<file path="config.mk">
export PLATFORM = sky130hd
export DESIGN_NAME = weighted_digit_check_sum_core
export DESIGN_NICKNAME = d
export VERILOG_FILES = /design/src/sv/wdcs_pkg.sv /design/src/sv/weighted_digit_check_sum_core.sv
export SDC_FILE = /design/constraint.sdc
export NUM_CORES = 1
export LEC_CHECK = 0
export BUFFER_PORTS_ARGS = -buffer_cell sky130_fd_sc_hd__buf_2
export CAP_MARGIN = 5
export CORE_MARGIN = 2
export CORE_UTILIZATION = 50
export CTS_BUF_LIST = sky130_fd_sc_hd__clkbuf_4 sky130_fd_sc_hd__clkbuf_8 sky130_fd_sc_hd__clkbuf_16
export DETAILED_ROUTE_END_ITERATION = 8
export GPL_TIMING_DRIVEN = 0
export PLACE_DENSITY = 0.72
export SLEW_MARGIN = 25
export SYNTH_ARGS = -nofsm -noshare
export SYNTH_HDL_FRONTEND = slang
export SYNTH_SLANG_ARGS = --single-unit
</file>
<file path="constraint.sdc">
create_clock -name clk_i -period 9.8 [get_ports clk_i]
set_input_delay 0.98 -clock clk_i [delete_from_list [all_inputs] [get_ports clk_i]]
set_output_delay 0.98 -clock clk_i [all_outputs]
set_load 0.005 [all_outputs]
</file>
<file path="src/sv/wdcs_pkg.sv">
// wdcs_pkg: widths, codes and residue helpers of the weighted digit check sum
// used by weighted_digit_check_sum_core; depends on nothing else
`default_nettype none

package wdcs_pkg;

  localparam int unsigned CharW   = 8;
  localparam int unsigned ValueW  = 5;
  localparam int unsigned StatusW = 2;
  localparam int unsigned MethodW = 3;
  localparam int unsigned CountW  = 4;
  localparam int unsigned SumW    = 8;
  localparam int unsigned AddrW   = 3;
  localparam int unsigned DataW   = 32;

  // method register codes
  localparam logic [MethodW-1:0] METHOD_7_MOD_11 = 3'd1;
  localparam logic [MethodW-1:0] METHOD_9_MOD_11 = 3'd2;
  localparam logic [MethodW-1:0] METHOD_7_MOD_26 = 3'd3;
  localparam logic [MethodW-1:0] METHOD_7_MOD_10 = 3'd4;
  localparam logic [MethodW-1:0] METHOD_9_MOD_10 = 3'd5;
  localparam logic [MethodW-1:0] METHOD_RESET    = METHOD_7_MOD_11;

  // register index
  localparam logic [AddrW-3:0] REG_METHOD = 1'b0;

  // result status codes
  localparam logic [StatusW-1:0] STATUS_OK       = 2'd0;
  localparam logic [StatusW-1:0] STATUS_TOO_LONG = 2'd1;
  localparam logic [StatusW-1:0] STATUS_BAD_CHAR = 2'd2;

  localparam logic [CharW-1:0] CHAR_ZERO = 8'h30;
  localparam logic [CharW-1:0] CHAR_NINE = 8'h39;

  localparam logic [ValueW-1:0] MOD11_FOLD = 5'd10;

  typedef enum logic [1:0] {
    MOD_11,
    MOD_26,
    MOD_10
  } modulus_e;

  function automatic logic method_valid(input logic [MethodW-1:0] m);
    return (m == METHOD_7_MOD_11) || (m == METHOD_9_MOD_11) || (m == METHOD_7_MOD_26) ||
           (m == METHOD_7_MOD_10) || (m == METHOD_9_MOD_10);
  endfunction

  function automatic logic method_base_nine(input logic [MethodW-1:0] m);
    return (m == METHOD_9_MOD_11) || (m == METHOD_9_MOD_10);
  endfunction

  function automatic modulus_e method_modulus(input logic [MethodW-1:0] m);
    modulus_e res;
    case (m)
      METHOD_7_MOD_11, METHOD_9_MOD_11: res = MOD_11;
      METHOD_7_MOD_26:                  res = MOD_26;
      default:                          res = MOD_10;
    endcase
    return res;
  endfunction

  function automatic logic [ValueW-1:0] modulus_max(input modulus_e md);
    logic [ValueW-1:0] res;
    case (md)
      MOD_11:  res = 5'd10;
      MOD_26:  res = 5'd25;
      MOD_10:  res = 5'd9;
      default: res = 5'd9;
    endcase
    return res;
  endfunction

  // reciprocal multiply gives the quotient, exact for every sum the update can make
  function automatic logic [ValueW-1:0] mod_reduce(input logic [SumW-1:0] sum,
                                                   input modulus_e md);
    logic [2*SumW-1:0] prod;
    logic [ValueW-1:0] quot;
    logic [SumW-1:0]   rem;
    prod = '0;
    quot = '0;
    rem  = '0;
    case (md)
      MOD_11: begin
        prod = {8'd0, sum} * 16'd187;
        quot = prod[15:11];
        rem  = sum - ({3'd0, quot} * 8'd11);
      end
      MOD_26: begin
        prod = {8'd0, sum} * 16'd79;
        quot = prod[15:11];
        rem  = sum - ({3'd0, quot} * 8'd26);
      end
      default: begin
        prod = {8'd0, sum} * 16'd205;
        quot = prod[15:11];
        rem  = sum - ({3'd0, quot} * 8'd10);
      end
    endcase
    return rem[ValueW-1:0];
  endfunction

endpackage

`default_nettype wire

</file>
<file path="src/sv/weighted_digit_check_sum_core.sv">
// weighted_digit_check_sum_core: weighted modulus check digit over a stream of
// ascii characters; depends on wdcs_pkg
//
// usage
//   input channel: digit_char_i and last_digit_i under in_valid_i / in_ready_o,
//   most significant character first, last_digit_i marks the final one.
//   output channel: check_value_o and status_o under out_valid_o / out_ready_i,
//   one request per number, produced by its marked character only.
//   apb port: one register, method, at byte address 0; writes of codes other
//   than 1..5 are dropped, a good write clears the number in progress.
// timing
//   a character sits in the input register while its residue update is worked
//   out; the result register takes the result when the marked character leaves
//   it. one character per cycle is sustained while no marked character is held
//   up, the residue update being the only loop (multiply by the base, add,
//   constant-modulus reduce, all combinational).
// reset
//   method returns to 7 mod 11, residue, count and error flag clear, both
//   pipeline registers empty.
// stall
//   while a result waits, characters that end no number still flow on; a
//   second marked character waits in the input register and then the input
//   channel drops ready.
`default_nettype none

module weighted_digit_check_sum_core
  import wdcs_pkg::*;
#(
  parameter int unsigned MAX_DIGITS = 10
) (
  input  wire logic                 clk_i,
  input  wire logic                 rst_ni,
  // input characters
  input  wire logic                 in_valid_i,
  output logic                      in_ready_o,
  input  wire logic [CharW-1:0]     digit_char_i,
  input  wire logic                 last_digit_i,
  // results
  output logic                      out_valid_o,
  input  wire logic                 out_ready_i,
  output logic [ValueW-1:0]         check_value_o,
  output logic [StatusW-1:0]        status_o,
  // configuration
  input  wire logic                 psel,
  input  wire logic                 penable,
  input  wire logic                 pwrite,
  input  wire logic [AddrW-1:0]     paddr,
  input  wire logic [DataW-1:0]     pwdata,
  output logic [DataW-1:0]          prdata,
  output logic                      pready
);

  localparam logic [CountW-1:0] MaxCount = CountW'(MAX_DIGITS);

  logic [MethodW-1:0] method_q;
  logic [ValueW-1:0]  residue_q, residue_d;
  logic [CountW-1:0]  count_q, count_d;
  logic               bad_q, bad_d;

  logic               s1_valid_q;
  logic [CharW-1:0]   s1_char_q;
  logic               s1_last_q;

  logic               out_valid_q;
  logic [ValueW-1:0]  value_q, value_d;
  logic [StatusW-1:0] status_q, status_d;

  logic               cfg_wr, method_wr;
  logic [MethodW-1:0] wr_method;
  logic               advance;
  modulus_e           modulus;
  logic               is_digit;
  logic [CharW-1:0]   char_off;
  logic [SumW-1:0]    res_ext, scaled, sum;
  logic [ValueW-1:0]  residue_red;

  // apb
  assign pready    = 1'b1;
  assign cfg_wr    = psel && penable && pwrite;
  assign wr_method = pwdata[MethodW-1:0];
  assign method_wr = cfg_wr && (paddr[AddrW-1:2] == REG_METHOD) && method_valid(wr_method);
  assign prdata    = (paddr[AddrW-1:2] == REG_METHOD) ?
                     {{(DataW-MethodW){1'b0}}, method_q} : '0;

  // handshakes: a non-final character needs no room at the output
  assign advance     = s1_valid_q && (!s1_last_q || !out_valid_q || out_ready_i);
  assign in_ready_o  = !s1_valid_q || advance;
  assign out_valid_o = out_valid_q;

  // residue update
  assign modulus  = method_modulus(method_q);
  assign is_digit = (s1_char_q >= CHAR_ZERO) && (s1_char_q <= CHAR_NINE);
  assign char_off = s1_char_q - CHAR_ZERO;
  assign res_ext  = {3'd0, residue_q};
  assign scaled   = method_base_nine(method_q) ? ((res_ext << 3) + res_ext)
                                               : ((res_ext << 3) - res_ext);
  assign sum      = scaled + {4'd0, char_off[3:0]};
  assign residue_red = mod_reduce(sum, modulus);

  always_comb begin
    residue_d = is_digit ? residue_red : residue_q;
    count_d   = (count_q <= MaxCount) ? count_q + 4'd1 : count_q;
    bad_d     = bad_q || !is_digit;
    if (count_d > MaxCount) begin
      status_d = STATUS_TOO_LONG;
      value_d  = '0;
    end else if (bad_d) begin
      status_d = STATUS_BAD_CHAR;
      value_d  = '0;
    end else begin
      status_d = STATUS_OK;
      value_d  = ((modulus == MOD_11) && (residue_d == MOD11_FOLD)) ? '0 : residue_d;
    end
  end

  always_ff @(posedge clk_i or negedge rst_ni) begin
    if (!rst_ni) begin
      method_q  <= METHOD_RESET;
      residue_q <= '0;
      count_q   <= '0;
      bad_q     <= 1'b0;
    end else if (method_wr) begin
      method_q  <= wr_method;
      residue_q <= '0;
      count_q   <= '0;
      bad_q     <= 1'b0;
    end else if (advance) begin
      if (s1_last_q) begin
        residue_q <= '0;
        count_q   <= '0;
        bad_q     <= 1'b0;
      end else begin
        residue_q <= residue_d;
        count_q   <= count_d;
        bad_q     <= bad_d;
      end
    end
  end

  // input register
  always_ff @(posedge clk_i or negedge rst_ni) begin
    if (!rst_ni) begin
      s1_valid_q <= 1'b0;
    end else if (in_ready_o) begin
      s1_valid_q <= in_valid_i;
    end
  end

  always_ff @(posedge clk_i) begin
    if (in_valid_i && in_ready_o) begin
      s1_char_q <= digit_char_i;
      s1_last_q <= last_digit_i;
    end
  end

  // result register
  always_ff @(posedge clk_i or negedge rst_ni) begin
    if (!rst_ni) begin
      out_valid_q <= 1'b0;
    end else if (advance && s1_last_q) begin
      out_valid_q <= 1'b1;
    end else if (out_ready_i) begin
      out_valid_q <= 1'b0;
    end
  end

  always_ff @(posedge clk_i) begin
    if (advance && s1_last_q) begin
      value_q  <= value_d;
      status_q <= status_d;
    end
  end

  assign check_value_o = value_q;
  assign status_o      = status_q;

  // checks
  a_residue_range: assert property (@(posedge clk_i) disable iff (!rst_ni)
    residue_q <= modulus_max(modulus))
    else $error("running residue out of range for method");

  a_count_sat: assert property (@(posedge clk_i) disable iff (!rst_ni)
    count_q <= MaxCount + 4'd1)
    else $error("character count past saturation");

  a_error_zero: assert property (@(posedge clk_i) disable iff (!rst_ni)
    out_valid_o && (status_o != STATUS_OK) |-> check_value_o == '0)
    else $error("check value not zero on error status");

  a_ok_range: assert property (@(posedge clk_i) disable iff (!rst_ni)
    out_valid_o && (status_o == STATUS_OK) |-> check_value_o <= 5'd25)
    else $error("check value beyond largest modulus");

  a_stall_cause: assert property (@(posedge clk_i) disable iff (!rst_ni)
    !in_ready_o |-> s1_valid_q && s1_last_q && out_valid_o && !out_ready_i)
    else $error("input stalled without a blocked final character");

  a_clear_after_last: assert property (@(posedge clk_i) disable iff (!rst_ni)
    advance && s1_last_q |=> count_q == '0 && !bad_q)
    else $error("number state not cleared after result");

endmodule

`default_nettype wire

</file>
==> results of run 1 <==
-- layer usage --
layer,global-route usage,part of all wire,up-vias
met5,0,0,-
met4,0.03252,0.0054,0
met3,0.02089,0.034,6
met2,0.3577,0.53,75
met1,0.2439,0.43,2128
li1,-,-,2220
-- critical path: cells and delay by family, from the launching register on --
family	cells	cell delay, ns
and+or+nand+nor	5	1.34
AOI/OAI and AO/OA	9	1.47
xor gates and xnor gates	6	1.14
adders and majority gates	9	3.71
DFF	1	0.35
buffers and inverters	7	0.62
muxes	1	0.38
-- through the flow --
| stage | cells | hold WS (ns) |
|---|---|---|
| after floorplan | 664 | 0.4750 |
| after global placement | 838 | 0.5042 |
| after detailed placement | 840 | 0.5196 |
| after CTS | 849 | 0.5425 |
| after global routing | 855 | 0.5932 |
| final | 855 | 0.5414 |
-- registers in the layout, indices dropped and copies added (netlist names) --
name           cells
check_value_o      5
s1_last_q          1
count_q            4
s1_char_q          8
s1_valid_q         1
status_o           2
out_valid_o        1
bad_q              1
method_q           3
residue_q          5
-- cells by family (layout without fill, tap and decap cells) --
family                   after synthesis  after routing  synth area share
buffers and inverters                169            217            0.1280
other                                  2             30          0.001270
XOR/XNOR                              45             45           0.07572
adder cells (fa/ha/maj)              172            172            0.4234
flip-flops                            31             31            0.1449
AND/OR/NAND/NOR                      109            109            0.1017
AO/OA/AOI/OAI                        100            100            0.1083
multiplexers                           8              8           0.01671
-- Yosys cell counts (6+ instances only) --
library cell / number / area share
dfrtp_1: 14 / 0.059
a211oi_1: 9 / 0.011
buf_4: 30 / 0.038
nor2_1: 26 / 0.016
a21o_1: 11 / 0.014
fa_1: 47 / 0.16
nand2_1: 22 / 0.014
edfxtp_1: 16 / 0.081
a21oi_1: 25 / 0.021
xnor2_1: 31 / 0.046
nor2b_1: 8 / 0.0085
ha_1: 125 / 0.26
xor2_1: 10 / 0.015
inv_1: 131 / 0.083
o21ai_0: 29 / 0.025
nor3_1: 7 / 0.0059
nand3_1: 6 / 0.0051
-- layout make-up --
class / count / share of cell area
Clock inverter: 2 / 0.001128
Buffer: 38 / 0.03985
Clock buffer: 6 / 0.01992
Sequential cell: 31 / 0.1288
Inverter: 131 / 0.07500
Tap cell: 143 / 0.02688
Multi-Input combinational cell: 464 / 0.6739
Timing Repair Buffer: 40 / 0.03459
-- worst paths after layout --
| path | end | cells past startpoint | slack [ns] | startpoint |
|---|---|---|---|---|
| worst max register to register | check_value_o[3] | 37 | 0.50 | method_q[0] |
| worst min register to register | bad_q | 2 | 0.54 | bad_q |
| max in group asynchronous | method_q[0] | 1 | 8.91 | rst_ni |
| worst min-delay path | bad_q | 2 | 0.54 | bad_q |
| worst max-delay path | check_value_o[3] | 37 | 0.50 | method_q[0] |
| min in group asynchronous | residue_q[4] | 1 | 0.60 | rst_ni |
-- repair_timing --
action / CTS / global route
hold buffers: 0 / 0
setup buffers: 1 / 6
pin swaps: 0 / 1
resized for setup: 4 / 7
setup endpoints to repair: 4 / 4
==> impl_metrics.toml, run 1 <==
[finish]
fin_util = 0.5805
layout_common_cells = "inv_1, ha_1, fa_1"
ff_latch_area_um2 = 857.1
final_nets = 934
synthToLayoutAreaGrowth_pct = 12.52
final_common_cell = "inv_1"
antenna_cells = 0
n_fill_cell = 1002
stdcell_area_um2 = 6656
multi_input_area_um2 = 4486
drive_gt1_frac = 0.1531

[worst_setup_path]
worst-setup-path-type = "reg -> reg"
crit_required_ns = 9.80
cp-start-kind = "flip-flop"
critPathArrivalTime_ns = 9.30
worst-path-max-fanout = 10
worst_path_largest_cell_delay_ns = 0.53
crit_path_end_kind = "flip-flop"
cpMaxStageDelayCell = "fa_1"

[logic_synthesis]
synthArstFlopShare = 0.4839
synthCells = 636
ys_ff_latch = 31
synth_cell_types = 65
syn_area_um2 = 5916
ys_seq_area_frac = 0.1449
synth_edf_count = 16
syn_area_per_cell_um2 = 9.301
ys.flop_type = "edfxtp_1"
ys_warn_count = 0

[floorplan]
fp-row-count = 39
die_y_um = 112.8
io_pins = 93
initial_core_util = 0.5159
fp.dieW_um = 112.8
coreArea_um2 = 11470
fp.dieArea_um2 = 12720

[placement]
pre_cts_ws_ns = -0.4441
routabilityCongestion = 0.8538
dp_hpwl_um = 9940
placed_area_um2 = 6400
port_buffers = 31

[sta]
min_period_over_period = 0.9493
tightest_slew_ns = 0.8172
finalWorstSetupSlack_ns = 0.4964
maxSlewViolCount = 0
fmax_mhz = 107.5
period_needed_ns = 9.304
setup_tns_ns = 0
hold_violations = 0
rsz0062_at_grt = "false"
clock_skew_ns = 0.004832
slew-limit-headroom = 0.4519
setup_viol = 0

[routing]
wl_um = 11770
wl_per_cell_um = 13.76
vias_per_cell = 5.180
drt_iter0_markers = 202
postRouteAntennaNets = 0
first_pass_iters = 5
drc = 0
vias = 4429

[clocking]
path_clk_slew_ns = 0.05
clk_latency_ns = 0.27
h-tree-depth = 2
clk_path_buf_depth = 2
numCtsBuffers = 5
root_buffer = "clkbuf_16"
clock-sinks = 31
tritoncts = "done"

[grt]
grt_max_degree = 16
grt_pass1_vias = 4606
antenna_found_initial = 0
track_usage = 0.1921
grt_pass1_wl_um = 20180
grt_overflow = 0

[run]
maxCapViolations = 0

[hold_path]
hold_path_class = "reg -> reg"

[outcome]
status = "completed"
Power of run 1 is not shown: default switching activity piles up to over one toggle a cycle in this logic, so the estimate is an artifact.
==> inputs of run 2 (changes only) <==
Settings changed: ABC_AREA set to 1, PLACE_DENSITY 0.72 to 0.74, TNS_END_PERCENT set to 50.
Clock period 9.8 ns to 8 ns, I/O delays scaled along.
==> run 2 against run 1 <==
  * Critical path depth up 6
  * Setup slack got worse by 0.47 ns
  * Sequential share of layout area is 1.2 points lower
  * Die area up 1.5%
  * Via count is 12% higher
  * Synthesized cell count is 16% higher
  * Cell area increased by 11%
  * First-iteration DRC count grew 25%
  * Clock skew shrank 0.0029 ns
  * Flip-flop and latch count unchanged
  * Register-to-register slack worse by 0.47 ns
  * Hold slack got worse by 0.10 ns
==> impl_metrics.toml, run 2 <==
[logic_synthesis]
ys_seq_area_frac = 0.1426
synth_top_area_cell = "ha_1"
syn_area_um2 = 6010
synthMostInstantiatedCell = "inv_1"
ys_warn_count = 0
ys_top_cells_by_count = "inv_1, ha_1, nand2_1"
syn_area_per_cell_um2 = 8.132
synthTopCellsByArea = "ha_1, fa_1, inv_1"
yosysTopAreaCellShare = 0.2603
synthCells = 739
ys_ff_latch = 31
ys.flop_type = "edfxtp_1"
synthArstFlopShare = 0.4839
synth_edf_count = 16
synth_cell_types = 42

[worst_setup_path]
worst_path_largest_cell_delay_ns = 0.57
crit_path_end_kind = "flip-flop"
cp_top_family = "adder cells"
ff2ff_path_depth = 43
path_buf_inv = 9
crit_cells = 43
r2r-start = "residue_q[0]"
crit_top_cell = "nand2_2"
cp-start-kind = "flip-flop"
cpMaxStageDelayCell = "fa_1"
endpoint = "check_value_o[3]"
worst-setup-path-type = "reg -> reg"
cp-startpoint = "residue_q[0]"
critPathArrivalTime_ns = 7.97
ff2ff_setup_slack_ns = 0.03
worst-path-max-fanout = 5
crit_required_ns = 7.99
worst_r2r_endpoint = "check_value_o[3]"

[sta]
tightest_slew_ns = 0.9381
setup_viol = 0
fmax_mhz = 125.4
rsz0062_at_grt = "true"
slew-limit-headroom = 0.3680
hold-worst-slack_ns = 0.4407
finalWorstSetupSlack_ns = 0.02635
min_period_over_period = 0.9967
clock_skew_ns = 0.001913
hold_violations = 0
setup_tns_ns = 0
period_needed_ns = 7.974
maxSlewViolCount = 0

[clocking]
numCtsBuffers = 5
root_buffer = "clkbuf_16"
h-tree-depth = 2
tritoncts = "done"
path_clk_slew_ns = 0.05
clk_latency_ns = 0.27
clock-sinks = 31
clk_path_buf_depth = 2

[routing]
postRouteAntennaNets = 0
vias = 4946
drt_iter0_markers = 252
vias_per_cell = 4.961
wl_per_cell_um = 12.68
wl_um = 12640
drc = 0
first_pass_iters = 4

[floorplan]
initial_core_util = 0.5066
coreArea_um2 = 11860
die_y_um = 113.6
fp-row-count = 40
fp.dieArea_um2 = 12910
fp.dieW_um = 113.6
io_pins = 93

[placement]
dpl.cell_count = 945
pre_cts_ws_ns = -1.052
port_buffers = 31
dp_hpwl_um = 9788
routabilityCongestion = 0.8819

[grt]
grtUsageMet3 = 0.02179
grt_use_met1 = 0.2562
grt_pass1_vias = 4847
grt_max_degree = 16
grt_pass1_wl_um = 21310
track_usage = 0.2005
grt_use_met2 = 0.3665
grt_overflow = 0
antenna_found_initial = 0
grt.busiest_layer = "met2"

[finish]
antenna_cells = 0
drive_gt1_frac = 0.2624
instances_no_fill = 997
n_fill_cell = 987
reg.largest.list = "s1_char_q (8), check_value_o (5), residue_q (5)"
synthToLayoutAreaGrowth_pct = 23.09
largest_register_ff_count = 8
final_common_cell = "inv_1"
layout_common_cells = "inv_1, ha_1, nand2_1"
final_nets = 1072
regMostFlops = "s1_char_q"

[run]
maxCapViolations = 0

[hold_path]
hold_path_class = "in -> async"

[outcome]
status = "completed"
## run 2: changes by cell type after synthesis, sizes merged, moves of 9 or more
| cell | change |
|---|---|
| inv | +48 |
| nand2 | +97 |
| nand3 | +39 |
| xnor2 | -22 |
| xor2 | +9 |
## run 2: cell families (layout without fill, tap and decap cells)
family	after synthesis	count (layout)	synth area share
simple gates	212	212	0.1655
xor+xnor	30	30	0.04372
compound gates	79	79	0.07474
other cells	2	30	0.001250
mux	2	2	0.003539
buf+inv	211	294	0.1518
fa+ha+maj	172	172	0.4168
flops	31	31	0.1426
## run 2: area by class of cell
| class | count | area [um^2] | area share |
|---|---|---|---|
| buffer | 31 | 236.5 | 0.03197 |
| clock buffer | 5 | 125.1 | 0.01691 |
| clock inverter | 3 | 38.79 | 0.005244 |
| inverter | 180 | 693.2 | 0.09371 |
| multi-input combinational | 525 | 4758 | 0.6433 |
| sequential | 31 | 860.8 | 0.1164 |
| tap | 147 | 183.9 | 0.02486 |
| timing repair buffer | 75 | 500.5 | 0.06766 |
## run 2: worst min-delay path by stage
stage | from | to | slack, ns | cells after the start
after detailed placement | out_valid_o | out_valid_o | 0.52 | 2
after CTS | rst_ni | method_q[1] | 0.45 | 1
after global routing | rst_ni | method_q[1] | 0.46 | 1
after global placement | out_valid_o | out_valid_o | 0.52 | 2
final | rst_ni | method_q[1] | 0.44 | 1
after floorplan | s1_last_q | out_valid_o | 0.49 | 2
## run 2: routing by layer
metal  wire length [um]  up-vias  part of all wire
met5                  0        -                 0
met4                221        0             0.017
met3                439       21             0.035
met2               6379       98              0.50
met1               5604     2324              0.44
li1                   -     2503                 -
## run 2: worst register-to-register path: cells and delay by family (launching register included)
kind | cells | cell delay (ns)
flip-flops | 1 | 0.40
buffers and inverters | 9 | 0.92
XOR/XNOR | 2 | 0.37
AO/OA/AOI/OAI | 7 | 0.92
adder cells (fa/ha/maj) | 10 | 3.66
AND/OR/NAND/NOR | 15 | 1.42
## run 2: metrics by stage
stage / util / cell area (um^2)
floorplan: - / 6116
global placement: 0.5442 / 6455
detailed placement: 0.5448 / 6462
CTS: 0.5981 / 7094
global route: 0.6236 / 7397
finish: 0.6236 / 7397
## run 2: what timing repair did
item                                   4_1_cts  5_1_grt
hold buffers                                 0        0
setup endpoints to repair                    9        8
setup buffers                               23       21
resized for setup                           63       38
endpoints found under the hold margin        0        0
pin swaps                                   32       37
Power of run 2 is left out for the same reason.
==> inputs of run 3 (changes only) <==
Settings changed: CORE_UTILIZATION 50 to 54, PLACE_DENSITY 0.74 to 0.79.
==> run 3 against run 2 <==
  * The run now ends with DRC, setup timing left
  * Core utilization grew 6.3 points
  * Sequential share of layout area shrank 0.076 points
  * Clock skew grew 0.00052 ns
  * Non-clock buffer count grew 5
  * Critical path depth shrank 1
  * Largest cell class unchanged
==> impl_metrics.toml, run 3 (same netlist as run 2, synthesis figures left out) <==
[outcome]
status = "complete, but fails checks"
violations = "DRC, setup timing"

[floorplan]
die_y_um = 109.5
fp.dieW_um = 109.5
fp-row-count = 38
initial_core_util = 0.5544
fp.dieArea_um2 = 11990
coreArea_um2 = 10840
io_pins = 93

[clocking]
path_clk_slew_ns = 0.06
clk_latency_ns = 0.28
root_buffer = "clkbuf_8"
clock-sinks = 31
h-tree-depth = 2
clk_path_buf_depth = 2
numCtsBuffers = 5
tritoncts = "done"

[worst_setup_path]
cp-startpoint = "method_q[0]"
worst-path-max-fanout = 5
worst_path_largest_cell_delay_ns = 0.59
crit_top_cell = "buf_4"
worst-setup-path-type = "reg -> reg"
cpMaxStageDelayCell = "dfstp_2"
crit_path_end_kind = "flip-flop"
cp-start-kind = "flip-flop"
r2r-start = "method_q[0]"
critPathArrivalTime_ns = 8.34
crit_required_ns = 8.01

[run]
maxCapViolations = 0

[finish]
synthToLayoutAreaGrowth_pct = 23.90
largest_register_ff_count = 8
antenna_cells = 0
final_nets = 1078
final_common_cell = "inv_1"
regMostFlops = "s1_char_q"
reg.largest.list = "s1_char_q (8), check_value_o (5), residue_q (5)"
drive_gt1_frac = 0.2769
layout_common_cells = "inv_1, ha_1, nand2_1"

[placement]
dp_hpwl_um = 9959
port_buffers = 31
routabilityCongestion = 0.8446

[grt]
grt_pass1_wl_um = 22600
grt_max_degree = 16
grt_overflow = 0
antenna_found_initial = 0
grt_pass1_vias = 5092
track_usage = 0.2391

[routing]
drc = 1
wl_per_cell_um = 15.10
vias_per_cell = 5.260
vias = 5239
wl_um = 15040
first_pass_iters = 7
postRouteAntennaNets = 0
drt_iter0_markers = 233

[sta]
clock_skew_ns = 0.002431
hold_violations = 0
fmax_mhz = 120.1
slew-limit-headroom = 0.3643
maxSlewViolCount = 0
setup_tns_ns = -1.724
tightest_slew_ns = 0.9436
setup_viol = 6
min_period_over_period = 1.041
finalWorstSetupSlack_ns = -0.3251
period_needed_ns = 8.325
rsz0062_at_grt = "true"

[hold_path]
hold_path_class = "in -> async"
==> run 3: cell count changes in the layout (fill, tap and decap cells not counted), moves of 2 or more <==
cell / change
nand2_4: +2
buf_4: +2
nand2_1: -3
clkbuf_16: -5
nand3_2: -2
nand3_4: +2
ha_1: -4
nand2_2: +3
buf_6: +3
clkbuf_8: +5
ha_4: +4
xnor2_2: +2
==> run 3: what timing repair did <==
item,4_1_cts,5_1_grt
pin swaps,24,44
buffers inserted,31,17
hold buffers,0,0
resized for setup,62,55
gates cloned,0,1
endpoints found under the setup margin,9,8
==> run 3: routing by layer <==
metal	global-route usage	wire [um]
met1	0.2829	5793
met2	0.4374	7736
met3	0.03912	887
met4	0.08047	622
met5	0	0
==> run 3: cell type report <==
| type | count | area [um^2] |
|---|---|---|
| clock buffers | 6 | 76.32 |
| inverters | 180 | 693.2 |
| well taps | 140 | 175.2 |
| clock inverters | 2 | 7.507 |
| flip-flops and latches | 31 | 860.8 |
| multi-input cells | 526 | 4847 |
| repair buffers | 80 | 549.3 |
| plain buffers | 31 | 236.5 |
| fillers | 818 | 3395 |
==> run 3: final timing paths <==
path	end	slack [ns]	depth (start not counted)
setup / recovery	check_value_o[0]	-0.33	42
setup reg to reg	check_value_o[0]	-0.33	42
hold / removal	count_q[2]	0.42	1
max in group asynchronous	method_q[0]	7.28	1
min in group clk_i	out_valid_o	0.55	2
hold reg to reg	out_valid_o	0.55	2
==> run 3: worst max-delay path, delay by kind of cell, from the launching register on <==
| kind | cells | cell delay, ns |
|---|---|---|
| adders and majority gates | 9 | 3.13 |
| and+or+nand+nor | 12 | 1.51 |
| buffers and inverters | 13 | 1.41 |
| AOI/OAI and AO/OA | 6 | 0.99 |
| DFF | 1 | 0.59 |
| xor gates and xnor gates | 2 | 0.38 |
==> run 3: stage by stage <==
stage	std cells	setup WS [ns]	utilization	hold slack [ns]	instance area, um^2
3_3_place_gp	938	-1.360	0.5946	0.5153	6446
6_report	996	-0.3251	0.6869	0.4156	7446
2_1_floorplan	767	0.005932	-	0.4855	6116
4_1_cts	978	0.01703	0.6535	0.4194	7084
5_1_grt	996	-0.6264	0.6869	0.4365	7446
3_5_place_dp	939	-1.120	0.5960	0.5289	6461
Power of run 3 is left out for the same reason.
